## config.mk

```make
export PLATFORM = sky130hd
export DESIGN_NAME = bpfa_ctrl
export DESIGN_NICKNAME = d
export VERILOG_FILES = /design/src/rtl/core/bpfa_pkg.sv /design/src/rtl/core/bpfa_ctrl.sv
export SDC_FILE = /design/constraint.sdc
export NUM_CORES = 1
export LEC_CHECK = 0
export BUFFER_PORTS_ARGS = -buffer_cell sky130_fd_sc_hd__buf_2
export CORE_AREA = 2 2 39 41
export CTS_CLUSTER_SIZE = 14
export DETAILED_ROUTE_END_ITERATION = 7
export DIE_AREA = 0 0 41 43
export GPL_ROUTABILITY_DRIVEN = 0
export HOLD_SLACK_MARGIN = 0.1
export PLACE_DENSITY_LB_ADDON = 0.15
export SLEW_MARGIN = 20
export SYNTH_ARGS = -nofsm -noshare
export SYNTH_HDL_FRONTEND = slang
export SYNTH_SLANG_ARGS = --single-unit
```

## constraint.sdc

```tcl
create_clock -name clock -period 1.2 [get_ports clock]
set_input_delay 0.06 -clock clock [delete_from_list [all_inputs] [get_ports clock]]
set_output_delay 0.06 -clock clock [all_outputs]
set_load 0.02 [all_outputs]
```

## src/rtl/core/bpfa_pkg.sv

```systemverilog
package bpfa_pkg;

   // Default pool geometry.
   localparam int BLOCK_CAP_DEF  = 64;
   localparam int MAX_BLOCKS_DEF = 16;

   // Fixed field widths of the stream and register interfaces.
   localparam int FREE_INDEX_W   = 10;
   localparam int SLOT_INDEX_W   = 10;
   localparam int BLOCK_NUMBER_W = 4;
   localparam int SLOT_IN_BLK_W  = 6;
   localparam int BYTE_OFFSET_W  = 22;
   localparam int STATUS_W       = 2;
   localparam int ALLOC_COUNT_W  = 11;
   localparam int BLOCKS_W       = 5;
   localparam int OBJ_SIZE_W     = 13;
   localparam int ALIGN_W        = 4;
   localparam int RSIZE_W        = 17;
   localparam int CSR_ADDR_W     = 3;
   localparam int CSR_DATA_W     = 32;
   localparam int REQ_TDATA_W    = 16;
   localparam int RSP_TDATA_W    = 64;
   localparam int RSP_TUSER_W    = 3;

   // Register reset values.
   localparam logic [OBJ_SIZE_W-1:0] OBJ_SIZE_RESET = 13'd4;
   localparam logic [ALIGN_W-1:0]    ALIGN_RESET    = 4'd2;

   typedef enum logic {
      CMD_ALLOC = 1'b0,
      CMD_FREE  = 1'b1
   } cmd_code_type;

   typedef enum logic [STATUS_W-1:0] {
      STATUS_OK        = 2'd0,
      STATUS_EXHAUSTED = 2'd1,
      STATUS_BAD_FREE  = 2'd2
   } status_code_type;

   typedef enum logic {
      CSR_OBJECT_SIZE = 1'b0,
      CSR_ALIGN_LOG2  = 1'b1
   } csr_index_type;

   typedef enum logic [1:0] {
      ST_IDLE,
      ST_EXEC,
      ST_MUL,
      ST_DONE
   } state_type;

   // Commands from the controller to the datapath.
   typedef struct packed {
      logic load_req;
      logic exec;
      logic mul;
      logic finish;
   } ctrl_cmd_type;

   // Status from the datapath to the controller.
   typedef struct packed {
      logic has_slot;
      logic out_busy;
   } dp_stat_type;

endpackage

```

## src/rtl/core/bpfa_ctrl.sv

```systemverilog
module bpfa_ctrl (
   input  logic                       clock,
   input  logic                       reset,
   input  logic                       req_tvalid,
   output logic                       req_tready,
   input  bpfa_pkg::dp_stat_type      stat,
   output bpfa_pkg::ctrl_cmd_type     cmd
);
   import bpfa_pkg::*;

   state_type state_ff, state_in;

   always_comb begin
      state_in = state_ff;
      unique case (state_ff)
         ST_IDLE: begin
            if (req_tvalid) begin
               state_in = ST_EXEC;
            end
         end
         ST_EXEC: begin
            state_in = stat.has_slot ? ST_MUL : ST_DONE;
         end
         ST_MUL: begin
            state_in = ST_DONE;
         end
         ST_DONE: begin
            if (!stat.out_busy) begin
               state_in = ST_IDLE;
            end
         end
         default: state_in = ST_IDLE;
      endcase
   end

   always_comb begin
      req_tready   = (state_ff == ST_IDLE);
      cmd.load_req = (state_ff == ST_IDLE) & req_tvalid;
      cmd.exec     = (state_ff == ST_EXEC);
      cmd.mul      = (state_ff == ST_MUL);
      cmd.finish   = (state_ff == ST_DONE) & ~stat.out_busy;
   end

   always_ff @(posedge clock) begin
      if (reset) begin
         state_ff <= ST_IDLE;
      end else begin
         state_ff <= state_in;
      end
   end

endmodule

```

==> metrics <==
Syn Nets=29; count of final setup violators=0; die area=1763 sq um; Fin Clk Skew=~0.00040 ns; # clock sinks=2; Avg Inst Size Synth=about 9.8 sq um; Seq cells post-synth=2; largest net degree at the start of global routing=6; antenna violations before repair=0; diode count=0; total power=1.006 mW; Routed Antenna Nets=0; Worst EP required=between 1 and 1.5 ns; RSZ-0062 raised after global routing=false; Worst Setup End Kind=flop; max reg flops=2; Biggest register=state_ff; arrival time at the worst endpoint=~1.2 ns; Critical Path, Cell by Cell=inv_4, ha_4, nand2b_2, and3_4, o21ba_1; Max Cap Viol=0; most frequent cells in the layout=buf_2 (6), clkbuf_4 (3); DRT iter0 DRCs=2; initial core utilization=0.1420; VDD IR-drop max=between 0.7 and 0.8 mV; Remaining DRCs=0; Worst-path clk slew=0.03 ns; Pins Over Slew Limit=0; FF-to-FF path depth=5; Slowest-stage cell, CP=dfxtp_4; r2r endpoint=state_ff[1]; fin nets=45; Hold Fails Final Rpt=0; drt first pass iters=2; DR vias/cell=3.820; Sw Pwr=0.4175 mW; max_slew headroom=0.8084; CP delay by family, top=flip-flops; Multi-input gate area=approximately 180 sq um; Synth Warn #=0; worst stage delay on the critical path=about 0.35 ns; part of the power in registers=0.184; vias after detailed routing=191; cell area after synthesis=between 150 and 200 sq um; sw frac=0.4151; Hold Crit Class=input port to flop; P_leak=0.1538 nW; Hold Crit Start=stat[0]; Routed WL=about 450 um; maximum clock frequency=883.8 MHz; count of cell types in the netlist=15; R2R Path Start=state_ff[1]; DIE WIDTH=41 um; htree depth=1; I/O pin total=10; setup TNS=0 ns; Mapped Cells=20; clock root cell=clkbuf_4; FILL cells=157; Syn-to-layout area delta=83.44%; Die H=approximately 43 um; CTS tree=yes; Clk Latency, worst-skew pair=~0.22 ns; period utilisation layout=0.9429; status=complete, no violations; Clk pwr share=0.146; Total Routing Usage GR=0.06106; total grt overflow=0; Port Buffers=9; Seq. cell area=roughly 48 sq um; Num CTS Buffers=3; most common cell after layout, fill and taps aside=buf_2; hold path endpoint=state_ff[0]; measured slew at the worst slew-check pin=approximately 0.29 ns; vias in the first global route=170; Pwr Density=between 2000 and 3000 nW/um^2; layout cell share with drive strength beyond 1=0.7647; Setup Fix Bufs, Post-CTS=0; core footprint=between 1000 and 1500 sq um; CP max FO=5; Critical Path Start Type=flop; combinational share of power=0.671; sequential area share after synthesis=0.2038; Bufs and invs on worst path=1; P_int=0.5881 mW; WHS Path Cells=3; CP Class=flop to flop; wire per inst=8.980 um; Rows=14; R2R Setup Slk=around 0.068 ns; Max clock buf depth=2; first-pass GRT wire length=between 600 and 700 um; post-layout min period=1.132 ns; Final HPWL DP=349.1 um; biggest regs=state_ff: 2 flops
power by group through the flow:
stage	combinational, mW	sequential (mW)	clock, mW
detailed placement	0.618	0.161	0
finish	0.675	0.185	0.146
global route	0.730	0.191	0.168
floorplan	0.500	0.152	0
global placement	0.617	0.162	0
CTS	0.649	0.177	0.154
cells by family after synthesis:
group	count (synthesis)	synth area share
AND/OR/NAND/NOR	8	0.3185
AO/OA/AOI/OAI	4	0.1847
adder cells (fa/ha/maj)	4	0.2548
buffers and inverters	2	0.03823
flip-flops	2	0.2038
timing repair:
item | CTS | global route
pin swaps | 1 | 1
endpoints found under the hold margin | 2 | 0
endpoints found under the setup margin | 2 | 3
gates resized for setup | 5 | 7
hold buffers | 1 | 0
cell usage after synthesis:
library cell | instances | share of area
nor3_1 | 1 | 0.025
and2_2 | 1 | 0.038
nand2b_2 | 1 | 0.045
ha_1 | 4 | 0.25
or2_1 | 1 | 0.032
nor2b_4 | 1 | 0.070
inv_1 | 2 | 0.038
a31oi_1 | 1 | 0.032
nor2b_1 | 1 | 0.032
and3_4 | 1 | 0.057
a2111oi_2 | 1 | 0.076
o21ba_1 | 1 | 0.051
nand2_1 | 1 | 0.019
dfxtp_1 | 2 | 0.20
a21oi_1 | 1 | 0.025
through the flow:
stage               cells  cell area [sq um]  utilization  worst slack, ns  hold slack (ns)
finish                 50              360.3       0.2604          0.06847           0.2205
global route           50              360.3       0.2604         0.005901           0.2589
CTS                    50              342.8       0.2477          0.01445           0.2161
detailed placement     46              299.0       0.2161          0.01198           0.2342
global placement       46              299.0       0.2161          0.01390           0.2341
floorplan              20              226.5            -         0.008439           0.1294
per-layer routing:
| layer | up-vias | track usage | part of all wire |
|---|---|---|---|
| li1 | 97 | - | - |
| met2 | 6 | 0.09375 | 0.47 |
| met4 | 0 | 0.02000 | 0 |
| met5 | - | 0 | 0 |
| met1 | 88 | 0.05096 | 0.46 |
| met3 | 0 | 0.06283 | 0.065 |
worst max path at each step:
stage	end	depth (start not counted)	slack [ns]	start
floorplan	state_ff[1]	5	0.008	state_ff[0]
global placement	state_ff[0]	5	0.01	state_ff[0]
CTS	cmd[3]	4	0.01	state_ff[0]
finish	state_ff[1]	5	0.07	state_ff[1]
global route	cmd[0]	3	0.006	state_ff[0]
detailed placement	state_ff[0]	5	0.01	state_ff[0]
worst min-delay path, delay by kind of cell:
family | cells | cell delay [ns]
compound gates | 1 | 0.07
simple gates | 1 | 0.15
buf+inv | 1 | 0.11
layout make-up:
cell class | count | share of cell area
multi-input combinational | 16 | 0.5000
clock buffer | 3 | 0.06250
sequential | 2 | 0.1319
timing repair buffer | 11 | 0.2153
tap | 16 | 0.05556
inverter | 2 | 0.03472
Power figures use the tool's default switching activity.
