[config.mk]
export PLATFORM = sky130hd
export DESIGN_NAME = bpfa_csr
export DESIGN_NICKNAME = d
export VERILOG_FILES = /design/src/rtl/core/bpfa_pkg.sv /design/src/rtl/core/bpfa_csr.sv
export SDC_FILE = /design/constraint.sdc
export NUM_CORES = 1
export LEC_CHECK = 0
export ABC_AREA = 1
export BUFFER_PORTS_ARGS = -buffer_cell sky130_fd_sc_hd__buf_2
export CORE_MARGIN = 4
export CORE_UTILIZATION = 60
export CTS_BUF_LIST = sky130_fd_sc_hd__clkbuf_8
export DETAILED_ROUTE_END_ITERATION = 16
export PLACE_DENSITY = 0.95
export SYNTH_ARGS = -nofsm -noshare
export SYNTH_HDL_FRONTEND = slang
export SYNTH_SLANG_ARGS = --single-unit
[constraint.sdc]
create_clock -name clock -period 6.3 [get_ports clock]
set_input_delay 1.575 -clock clock [delete_from_list [all_inputs] [get_ports clock]]
set_output_delay 1.575 -clock clock [all_outputs]
set_load 0.02 [all_outputs]
[src/rtl/core/bpfa_pkg.sv]
package bpfa_pkg;

   // Default pool geometry.
   localparam int BLOCK_CAP_DEF  = 64;
   localparam int MAX_BLOCKS_DEF = 16;

   // Fixed field widths of the stream and register interfaces.
   localparam int FREE_INDEX_W   = 10;
   localparam int SLOT_INDEX_W   = 10;
   localparam int BLOCK_NUMBER_W = 4;
   localparam int SLOT_IN_BLK_W  = 6;
   localparam int BYTE_OFFSET_W  = 22;
   localparam int STATUS_W       = 2;
   localparam int ALLOC_COUNT_W  = 11;
   localparam int BLOCKS_W       = 5;
   localparam int OBJ_SIZE_W     = 13;
   localparam int ALIGN_W        = 4;
   localparam int RSIZE_W        = 17;
   localparam int CSR_ADDR_W     = 3;
   localparam int CSR_DATA_W     = 32;
   localparam int REQ_TDATA_W    = 16;
   localparam int RSP_TDATA_W    = 64;
   localparam int RSP_TUSER_W    = 3;

   // Register reset values.
   localparam logic [OBJ_SIZE_W-1:0] OBJ_SIZE_RESET = 13'd4;
   localparam logic [ALIGN_W-1:0]    ALIGN_RESET    = 4'd2;

   typedef enum logic {
      CMD_ALLOC = 1'b0,
      CMD_FREE  = 1'b1
   } cmd_code_type;

   typedef enum logic [STATUS_W-1:0] {
      STATUS_OK        = 2'd0,
      STATUS_EXHAUSTED = 2'd1,
      STATUS_BAD_FREE  = 2'd2
   } status_code_type;

   typedef enum logic {
      CSR_OBJECT_SIZE = 1'b0,
      CSR_ALIGN_LOG2  = 1'b1
   } csr_index_type;

   typedef enum logic [1:0] {
      ST_IDLE,
      ST_EXEC,
      ST_MUL,
      ST_DONE
   } state_type;

   // Commands from the controller to the datapath.
   typedef struct packed {
      logic load_req;
      logic exec;
      logic mul;
      logic finish;
   } ctrl_cmd_type;

   // Status from the datapath to the controller.
   typedef struct packed {
      logic has_slot;
      logic out_busy;
   } dp_stat_type;

endpackage

[src/rtl/core/bpfa_csr.sv]
module bpfa_csr (
   input  logic                               clock,
   input  logic                               reset,
   input  logic                               csr_psel,
   input  logic                               csr_penable,
   input  logic                               csr_pwrite,
   input  logic [bpfa_pkg::CSR_ADDR_W-1:0]    csr_paddr,
   input  logic [bpfa_pkg::CSR_DATA_W-1:0]    csr_pwdata,
   output logic [bpfa_pkg::CSR_DATA_W-1:0]    csr_prdata,
   output logic                               csr_pready,
   output logic [bpfa_pkg::RSIZE_W-1:0]       rsize
);
   import bpfa_pkg::*;

   logic [OBJ_SIZE_W-1:0] obj_size_ff, obj_size_in;
   logic [ALIGN_W-1:0]    align_ff, align_in;
   logic [RSIZE_W-1:0]    rsize_ff, rsize_in;
   logic [RSIZE_W-1:0]    round_sum;
   logic                  wr_en;
   csr_index_type         index;

   assign csr_pready = 1'b1;
   assign wr_en      = csr_psel & csr_penable & csr_pwrite;
   assign index      = csr_index_type'(csr_paddr[2]);

   always_comb begin
      obj_size_in = obj_size_ff;
      align_in    = align_ff;
      if (wr_en) begin
         unique case (index)
            CSR_OBJECT_SIZE: obj_size_in = csr_pwdata[OBJ_SIZE_W-1:0];
            CSR_ALIGN_LOG2:  align_in    = csr_pwdata[ALIGN_W-1:0];
            default: ;
         endcase
      end
   end

   always_comb begin
      unique case (index)
         CSR_OBJECT_SIZE: csr_prdata = CSR_DATA_W'(obj_size_ff);
         CSR_ALIGN_LOG2:  csr_prdata = CSR_DATA_W'(align_ff);
         default:         csr_prdata = '0;
      endcase
   end

   // Object size rounded up to the alignment; refreshed every cycle.
   assign round_sum = RSIZE_W'(obj_size_ff) + (RSIZE_W'(1) << align_ff) - RSIZE_W'(1);
   assign rsize_in  = (round_sum >> align_ff) << align_ff;

   always_ff @(posedge clock) begin
      if (reset) begin
         obj_size_ff <= OBJ_SIZE_RESET;
         align_ff    <= ALIGN_RESET;
      end else begin
         obj_size_ff <= obj_size_in;
         align_ff    <= align_in;
      end
      rsize_ff <= rsize_in;
   end

   assign rsize = rsize_ff;

endmodule

==> impl_results.md, run 1 <==
* Overflow after GRT at 0
* Synthesized area at 4110 sq um
* Reg clk slew, reported paths at 0.08 ns
* Vias/cell at 5.66
* Pwr Total at 1020 uW
* TritonCTS Buffers at 5
* Worst min path class: reg -> reg
* Count leader, synth: nand2_1
* CTS tree: yes
* Maxcap violations at 0
* DRC at 0
* 1st-iter DRT viols at 490
* Die area at 8250 sq um
* Area contributors post-synth: nand2_1 17%, dfxtp_1 17%, nand3_1 16%
* Hold depth at 2
* Largest net degree at the start of global routing at 38
* Synth top area share at 16.9%
* Worst Path Arrival at 5.00 ns
* Top Ports at 90
* Core Footprint at 6490 sq um
* Area grow syn2layout at 5.05%
* RSZ-0062 raised after global routing: false
* Post-Synthesis Cells at 699
* DR WL/cell at 13.3 um
* Max Slew Vio Count at 0
* Max Freq at 208 MHz
* CP Max Fanout at 33
* Die W at 90.8 um
* Multi-input gate area at 2810 sq um
* Post-CTS setup buffers at 0
* Clock Tree Buf Depth at 2
* Initial antenna violation count at 0
* Reg2reg end: rsize[13]
* Setup Skew at 0.00858 ns
* Critical Path Source: align_ff[1]
* Min cycle time layout at 4.81 ns
* Synth Flop Type: dfxtp_1
* CTS resizes at 0
* # port buffers at 48
* Status: complete, no violations
* Top cells by count, synth: 185 x nand2_1, 131 x nand3_1, 92 x inv_1, 34 x dfxtp_1, 32 x buf_4
* Worst Setup Start Kind: flop
* R2R depth at 24
* CP endpoint: rsize[13]
* Routed WL at 10.7 mm
* Tightest Pin Transition at 1.04 ns
* DR pass1 iterations at 6
* Vias at 4546
* Final setup fails at 0
* Post-synth EDFFs at 0
* Worst R2R Start: align_ff[1]
* Syn_area_per_cell at 5.89 sq um
* Rel. slew slack at 30.6%
* Cell variety after synth at 34
* Leak at 0.00237 uW
* Worst Setup End Kind: flop
* Final Cycle Share at 76.3%
* #FFs+latches synth at 34
* Worst reg2reg setup slack at 1.49 ns
* Data required time of the worst path at 6.49 ns
* Maximum vdd drop at 139 uV
* Post-synthesis sequential area ratio at 16.5%
* H-tree Lvls at 2
* Leading area contributor after synthesis: nand2_1
* CTS root buffer: clkbuf_8
* Pwr/cell area at 236 nW/um^2
* Post-route ant nets at 0
* Reg area at 681 sq um
* FP Rows at 29
* ANT cells at 0
* Ys async rst share at 0%
* GP Congestion at 0.970
* First-pass GRT wire length at 17.7 mm
* Clock Latency Late Sink at 0.30 ns
* Fillers at 578
* Fin. Hold Viols at 0
* Starting density of the core at 63.3%
* Final instance area at 4320 sq um
* Nets@finish at 794
* Vias in the first global route at 4007
* Die height at 90.8 um
* Hold_buf cts at 0
* Ys Warns at 0
* Clock Sinks at 34
* Post-placement cell area at 4230 sq um
* DP HPWL at 8.15 mm
* GR Util All Layers at 25.3%
* Fin Setup TNS at 0 ns
* Setup Crit Path Kind: reg -> reg
* Share of cells above drive strength 1 at 16.1%
## placed cells by master, fill, tap and decap left out, types with 2 or more instances in the layout
cell type and count:
a21oi_1 29, and2_1 3, buf_2 48, buf_4 6
clkbuf_8 6, conb_1 20, dfxtp_1 34, ha_1 28
inv_1 92, inv_2 2, nand2_1 185, nand2_2 27
nand3_1 131, nand3_2 17, nand3b_1 3, nand4_1 14
nor2_1 30, nor2_2 6, nor3_1 3, o211ai_1 2
o21ai_0 24, xor2_1 3
## worst min path at each step
stage	start	endpoint	slack (ns)
floorplan	obj_size_ff[0]	obj_size_ff[0]	0.45
global placement	obj_size_ff[3]	obj_size_ff[3]	0.47
detailed placement	obj_size_ff[3]	obj_size_ff[3]	0.49
CTS	obj_size_ff[3]	obj_size_ff[3]	0.50
global route	obj_size_ff[6]	obj_size_ff[6]	0.53
finish	obj_size_ff[3]	obj_size_ff[3]	0.50
## cell type report
| class | instances | area share (%) |
|---|---|---|
| inverter | 95 | 8.25 |
| multi-input combinational | 535 | 65.0 |
| tap | 77 | 2.23 |
| clock inverter | 2 | 0.290 |
| timing repair buffer | 54 | 6.60 |
| sequential | 34 | 15.7 |
| clock buffer | 6 | 1.91 |
## layer usage
| layer | share of wire, % | GRT usage, % |
|---|---|---|
| met2 | 48 | 44.3 |
| met3 | 8.5 | 4.33 |
| met4 | 2.0 | 7.66 |
| met1 | 42 | 31.5 |
| met5 | 0 | 0 |
## critical path, cell delays in order, from the launching register on
cell,delay [ns]
dfxtp_1,0.72
inv_1,0.65
nor2_1,0.51
nand2_1,0.14
ha_1,0.30
inv_1,0.07
fa_1,0.51
nand2_1,0.09
nand2_1,0.06
nand3_1,0.10
nand2_1,0.12
nand2_1,0.13
nand2_1,0.07
nand2_2,0.10
nand3_1,0.11
nand3_1,0.15
nand3_2,0.11
nand3_1,0.15
nand3_1,0.09
nand2_1,0.12
nand2_1,0.08
nand2_1,0.12
nand2_1,0.05
nand2_1,0.08
nand2_1,0.05
## power breakdown
| part | leakage [uW] | internal, uW | switching [uW] |
|---|---|---|---|
| registers | 0.000281 | 254 | 8.45 |
| clock network | 0.0000472 | 87.9 | 86.5 |
| logic | 0.00204 | 189 | 392 |
## cells by family (layout without fill, tap and decap cells)
group / after synthesis / count (layout) / share of synthesized area (%)
compound gates: 60 / 60 / 7.63
flops: 34 / 34 / 16.5
buf+inv: 148 / 157 / 16.8
other cells: 2 / 20 / 0.183
fa+ha+maj: 29 / 29 / 9.00
xor+xnor: 3 / 3 / 0.639
mux: 1 / 1 / 0.243
simple gates: 422 / 422 / 48.9
## stage by stage
stage	worst slack [ns]	instances	util, %	hold slack, ns
floorplan	2.32	717	-	0.449
global placement	1.75	795	65.1	0.471
detailed placement	1.65	795	65.1	0.485
CTS	1.63	803	66.5	0.496
global route	1.13	803	66.5	0.535
finish	1.49	803	66.5	0.495
## registers in the layout, indices dropped and copies added, names as in the netlist
name and flops:
rsize 17, obj_size_ff 13, align_ff 4
(Power assumes the default switching activity.)
==> inputs of run 2 (changes only) <==
- CORE_UTILIZATION: 60 -> 52
- PLACE_DENSITY: 0.95 -> 0.89
- clock period: 6.3 -> 4.3 ns (I/O delays scaled with it)
==> run 2 against run 1 <==
Net effect: register-to-register slack got worse by 1.0 ns; wire length down 5.6%; clock skew shrank 0.0044 ns; largest power group unchanged; sequential power grew 46%; maximum frequency rose by 26%; clock-buffer cell count did not move; sequential share of layout area shrank 0.19 points; non-clock buffer count increased by 3; critical path type unchanged; die area rose by 14%; hold slack worse by 0.0057 ns; highest routed layer unchanged; critical endpoint unchanged.
==> impl_results.md, run 2 (synthesis gave the netlist of run 1 again) <==
* Die W at 96.9 um (+6.8%)
* Die height at 96.9 um (+6.8%)
* Sw Ratio at 47.1% (-0.73 points)
* Largest net degree at the start of global routing at 37 (-2.6%)
* Data required time of the worst path at 4.49 ns (-2.00 ns)
* GP Congestion at 0.960 (-1.0%)
* Vias in the first global route at 3880 (-3.2%)
* Final setup fails at 0 (unchanged)
* Clock Power Share at 17.4% (+0.3 points)
* Worst Path Arrival at 4.02 ns (-0.98 ns)
* TritonCTS Buffers at 5 (unchanged)
* Vias at 4330 (-4.8%)
* Initial antenna violation count at 0 (unchanged)
* DP HPWL at 7.87 mm (-3.5%)
* Clock Latency Late Sink at 0.29 ns (about the same)
* Max Freq at 261 MHz (+26%)
* Rel. slew slack at 62.6% (+32 points)
* Most frequent cells in the layout: 185 x nand2_1, 131 x nand3_1, 92 x inv_1, 48 x buf_2, 34 x dfxtp_1
* Delay-heaviest family, CP: simple AND/OR/NAND/NOR gates
* Leak at 0.00238 uW (+0.64%)
* ANT cells at 0 (unchanged)
* Share of cells above drive strength 1 at 16.5% (+0.35 points)
* Worst Setup Start Kind: flop
* Max Slew Vio Count at 0 (unchanged)
* Starting density of the core at 53.2% (-10 points)
* Min cycle time layout at 3.83 ns (-0.977 ns)
* Routed WL at 10.1 mm (-5.6%)
* Fillers at 781 (+35%)
* Worst Setup End Kind: flop
* H-tree Lvls at 2 (unchanged)
* Largest register FFs at 17 (unchanged)
* Setup Skew at 0.00422 ns (-0.00436 ns)
* 1st-iter DRT viols at 400 (-18%)
* CTS tree: yes
* Pwr/cell area at 337 nW/um^2 (+43%)
* Reg clk slew, reported paths at 0.08 ns (about the same)
* Vias/cell at 5.21 (-8.0%)
* Register share of total power at 26.1% (+0.3 points)
* Core Footprint at 7730 sq um (+19%)
* Tightest Pin Transition at 0.561 ns (-0.478 ns)
* Placed insts at 823 (+3.5%)
* Combinational fraction of design power at 56.5% (-0.6 points)
* Worst Path Buf+Inv at 4 (+2)
* Cell repeated most along the worst path: nand2_1
* Top Ports at 90 (unchanged)
* RSZ-0062 raised after global routing: false
* Maxcap violations at 0 (unchanged)
* CTS resizes at 0 (unchanged)
* Overflow after GRT at 0 (unchanged)
* Internal power at 780 uW (+47%)
* # port buffers at 48 (unchanged)
* Net switching power at 694 uW (+43%)
* Slowest cell delay on critical path at 0.50 ns (-0.22 ns)
* Worst min path class: reg -> reg
* Post-route ant nets at 0 (unchanged)
* Fin. Hold Viols at 0 (unchanged)
* Maximum vdd drop at 149 uV (+7.5%)
* CTS root buffer: clkbuf_8
* Clock Sinks at 34 (unchanged)
* Area grow syn2layout at 6.36%
* CP Max Fanout at 8 (-76%)
* Crit-path slowest cell: dfxtp_1
* GR Util All Layers at 21.4% (-3.9 points)
* DR WL/cell at 12.1 um (-8.8%)
* Setup Crit Path Kind: reg -> reg
* DRC at 0 (unchanged)
* Die area at 9400 sq um (+14%)
* Hold_buf cts at 0 (unchanged)
* Clock Tree Buf Depth at 2 (unchanged)
* Status: complete, no violations
* Commonest non-fill, non-tap cell in the layout: nand2_1
* Nets@finish at 797 (+0.38%)
* Final Cycle Share at 89.1% (+13 points)
* Fin Setup TNS at 0 ns (unchanged)
* FP Rows at 32 (+10%)
* First-pass GRT wire length at 17.3 mm (-2.0%)
* Post-CTS setup buffers at 0 (unchanged)
* DR pass1 iterations at 5 (-1)
* Non-filler cells, final at 831 (+3.5%)
## run 2: cell types whose count changed in the layout (fill, tap and decap cells not counted)
cell,delta
buf_4,+3
## run 2: final timing paths
check	from	end	slack [ns]	cells after the start
max	align_ff[2]	rsize[13]	0.47	25
min reg2reg	obj_size_ff[4]	obj_size_ff[4]	0.49	2
min	obj_size_ff[4]	obj_size_ff[4]	0.49	2
max reg2reg	align_ff[2]	rsize[13]	0.47	25
## run 2: cell type report
cell class,instances,area [sq um],share of cell area [%]
clock inverter,2,12.5,0.286
timing repair buffer,57,308,7.03
multi-input combinational,535,2810,64.2
tap,102,128,2.92
inverter,95,357,8.15
clock buffer,6,82.6,1.89
sequential,34,681,15.6
## run 2: routing by layer
layer  share of wire, %  up-vias  wire length (um)  global-route usage [%]
met5                  0        -                 0                       0
met4               0.69        0                70                    4.64
met3                6.9       12               697                    3.10
met2                 46      154              4660                    34.4
met1                 46     1884              4660                    30.2
li1                   -     2280                 -                       -
## run 2: power by group through the flow
stage | logic (uW) | clock network [uW] | registers (uW)
after floorplan | 598 | 0 | 462
after global placement | 810 | 0 | 391
after detailed placement | 822 | 0 | 392
after CTS | 825 | 260 | 385
after global routing | 943 | 276 | 392
final | 833 | 256 | 384
## run 2: worst register-to-register path, stage by stage (launching register included)
cell and delay [ns]:
dfxtp_1 0.50, clkinv_1 0.13, nor2_1 0.35, buf_4 0.20
nand2_1 0.09, ha_1 0.30, inv_1 0.04, ha_1 0.38
nand2_2 0.14, inv_1 0.05, nand2_1 0.06, nand2_1 0.05
a21oi_1 0.31, nand2_2 0.10, nand2_2 0.09, nand3_2 0.08
nand3_2 0.11, nand3_2 0.10, nand3_1 0.12, nand3_1 0.09
nand2_1 0.09, nand2_1 0.06, nand2_1 0.08, nand2_2 0.05
nand3_1 0.10, nand2_1 0.05
## run 2: stage by stage
step	utilization [%]	hold WS, ns	cell area [sq um]	setup WS (ns)	total power (uW)
after floorplan	-	0.449	4180	0.916	1060
after global placement	55.4	0.469	4280	0.543	1200
after detailed placement	55.4	0.480	4280	0.524	1210
after CTS	56.6	0.492	4380	0.510	1470
after global routing	56.6	0.509	4380	0.00247	1610
final	56.6	0.490	4380	0.469	1470
==> inputs of run 3 (changes only) <==
- CORE_UTILIZATION: 52 -> 51
- PLACE_DENSITY: 0.89 -> 0.88
==> run 3 against run 2 <==
Net effect: hold slack lost 0.0017 ns; combinational power rose by 1%; sequential share of layout area is 0.18 points lower; via count increased by 4.2%; wire length up 8.6%; final area is 1.1% higher; maximum frequency fell by 0.69%.
==> impl_results.md, run 3 (synthesis gave the netlist of run 1 again) <==
* Leak at 0.00240 uW (+0.88%)
* Fin. Hold Viols at 0 (unchanged)
* Commonest non-fill, non-tap cell in the layout: nand2_1
* # port buffers at 48 (unchanged)
* TritonCTS Buffers at 5 (unchanged)
* H-tree Lvls at 2 (unchanged)
* Area grow syn2layout at 7.57%
* Worst hold margin at 0.488 ns (-0.00172 ns)
* Hold depth at 2 (unchanged)
* Setup Crit Path Kind: reg -> reg
* Worst Setup Start Kind: flop
* Vias/cell at 5.43 (+4.2%)
* First-pass GRT wire length at 18.6 mm (+7.3%)
* Maxcap violations at 0 (unchanged)
* RSZ-0062 raised after global routing: false
* Tightest Pin Transition at 0.547 ns (-0.0136 ns)
* Max Freq at 259 MHz (-0.69%)
* 1st-iter DRT viols at 298 (-26%)
* Die area at 9570 sq um (+1.8%)
* R2R depth at 24 (-4.0%)
* Initial antenna violation count at 0 (unchanged)
* Worst reg2reg setup slack at 0.44 ns (-0.03 ns)
* Reg clk slew, reported paths at 0.08 ns (about the same)
* Worst min path class: reg -> reg
* Status: complete, no violations
* Die W at 97.8 um (+0.90%)
* Setup Skew at 0.00897 ns (+0.00475 ns)
* Vias at 4512 (+4.2%)
* Most frequent cells in the layout: 185 x nand2_1, 131 x nand3_1, 92 x inv_1, 48 x buf_2, 34 x dfxtp_1
* Max Slew Vio Count at 0 (unchanged)
* Die height at 97.8 um (+0.90%)
* CTS root buffer: clkbuf_8
* Rel. slew slack at 63.5% (+0.91 points)
* Vias in the first global route at 4239 (+9.3%)
* GR Util All Layers at 22.8% (+1.5 points)
* Clock Sinks at 34 (unchanged)
* Largest register FFs at 17 (unchanged)
* Min cycle time layout at 3.86 ns (+0.0267 ns)
* Share of cells above drive strength 1 at 16.7% (+0.27 points)
* FP Rows at 32 (unchanged)
* Reg area at 681 sq um (unchanged)
* GP Congestion at 0.915 (-4.7%)
* Fillers at 799 (+2.3%)
* Pre-CTS setup slack at 0.365 ns (-0.159 ns)
* DP HPWL at 8.58 mm (+9.1%)
* DR WL/cell at 13.2 um (+8.6%)
* Data required time of the worst path at 4.49 ns (about the same)
* ANT cells at 0 (unchanged)
* Final setup fails at 0 (unchanged)
* Pwr/cell area at 361 nW/um^2 (+7.3%)
* Final Cycle Share at 89.7% (+0.62 points)
* Clock Tree Buf Depth at 2 (unchanged)
* Nets@finish at 797 (unchanged)
* DRC at 0 (unchanged)
* Clock Latency Late Sink at 0.29 ns (about the same)
* DR pass1 iterations at 5 (unchanged)
* Multi-input gate area at 2820 sq um (+0.27%)
* Routed WL at 11.0 mm (+8.6%)
* Worst setup margin at 0.442 ns (-0.0267 ns)
* Maximum vdd drop at 191 uV (+28%)
* Worst Setup End Kind: flop
* Overflow after GRT at 0 (unchanged)
* Top Ports at 90 (unchanged)
* Worst Path Arrival at 4.05 ns (+0.03 ns)
* Starting density of the core at 53.0% (-0.27 points)
* CTS tree: yes
* Post-route ant nets at 0 (unchanged)
* Largest net degree at the start of global routing at 36 (-2.7%)
* Fin Setup TNS at 0 ns (unchanged)
* Core Footprint at 7770 sq um (+0.52%)
* CP Max Fanout at 8 (unchanged)
run 3: path summary, 6_finish.rpt:
kind / startpoint / end
worst max-delay path: align_ff[2] / rsize[13]
worst min-delay path: obj_size_ff[5] / obj_size_ff[5]
worst max register to register: align_ff[2] / rsize[13]
worst min register to register: obj_size_ff[5] / obj_size_ff[5]
run 3: area by class of cell:
| class | count | area share, % |
|---|---|---|
| Clock buffer | 5 | 1.55 |
| Clock inverter | 3 | 1.55 |
| Inverter | 95 | 8.06 |
| Multi-Input combinational cell | 535 | 63.6 |
| Sequential cell | 34 | 15.4 |
| Tap cell | 102 | 2.88 |
| Timing Repair Buffer | 57 | 6.96 |
run 3: repair_timing:
item	in CTS	in global routing
resized for setup	0	2
setup buffers	0	0
setup endpoints to repair	0	8
hold buffers	0	0
run 3: metrics by stage:
step | total power [uW] | area [sq um] | std cells | util [%]
finish | 1600 | 4430 | 831 | 57.0
global route | 1730 | 4430 | 831 | 57.0
global placement | 1210 | 4280 | 823 | 55.1
detailed placement | 1220 | 4280 | 823 | 55.1
CTS | 1590 | 4420 | 831 | 56.9
floorplan | 1060 | 4180 | 717 | -
run 3: layer usage:
layer  up-vias  part of all wire [%]  wire length, um  global-route usage [%]
met2       201                    48             5250                    39.4
met4         0                   1.6              172                    7.03
met3        18                   7.0              769                    4.21
met1      2020                    44             4770                    28.9
met5         -                     0                0                       0
li1       2273                     -                -                       -
run 3: worst max-delay path, stage by stage (launching register included):
cell	delay, ns
dfxtp_1	0.49
clkinv_1	0.24
nor2_2	0.35
nand2_1	0.12
ha_1	0.29
inv_1	0.04
ha_1	0.38
nand2_2	0.14
inv_1	0.04
nand2_1	0.05
nand2_1	0.05
a21oi_1	0.35
nand2_2	0.10
nand2_2	0.11
nand3_2	0.09
nand3_2	0.12
nand3_2	0.09
nand3_1	0.14
nand3_1	0.11
nand2_1	0.08
nand2_1	0.06
nand2_1	0.09
nand2_2	0.05
nand3_1	0.10
nand2_1	0.05
run 3: power breakdown:
group,total (uW),internal [uW],leakage (uW),switching [uW]
sequential,385,372,0.000281,13.2
clock,369,233,0.0000683,136
combinational,845,279,0.00205,565
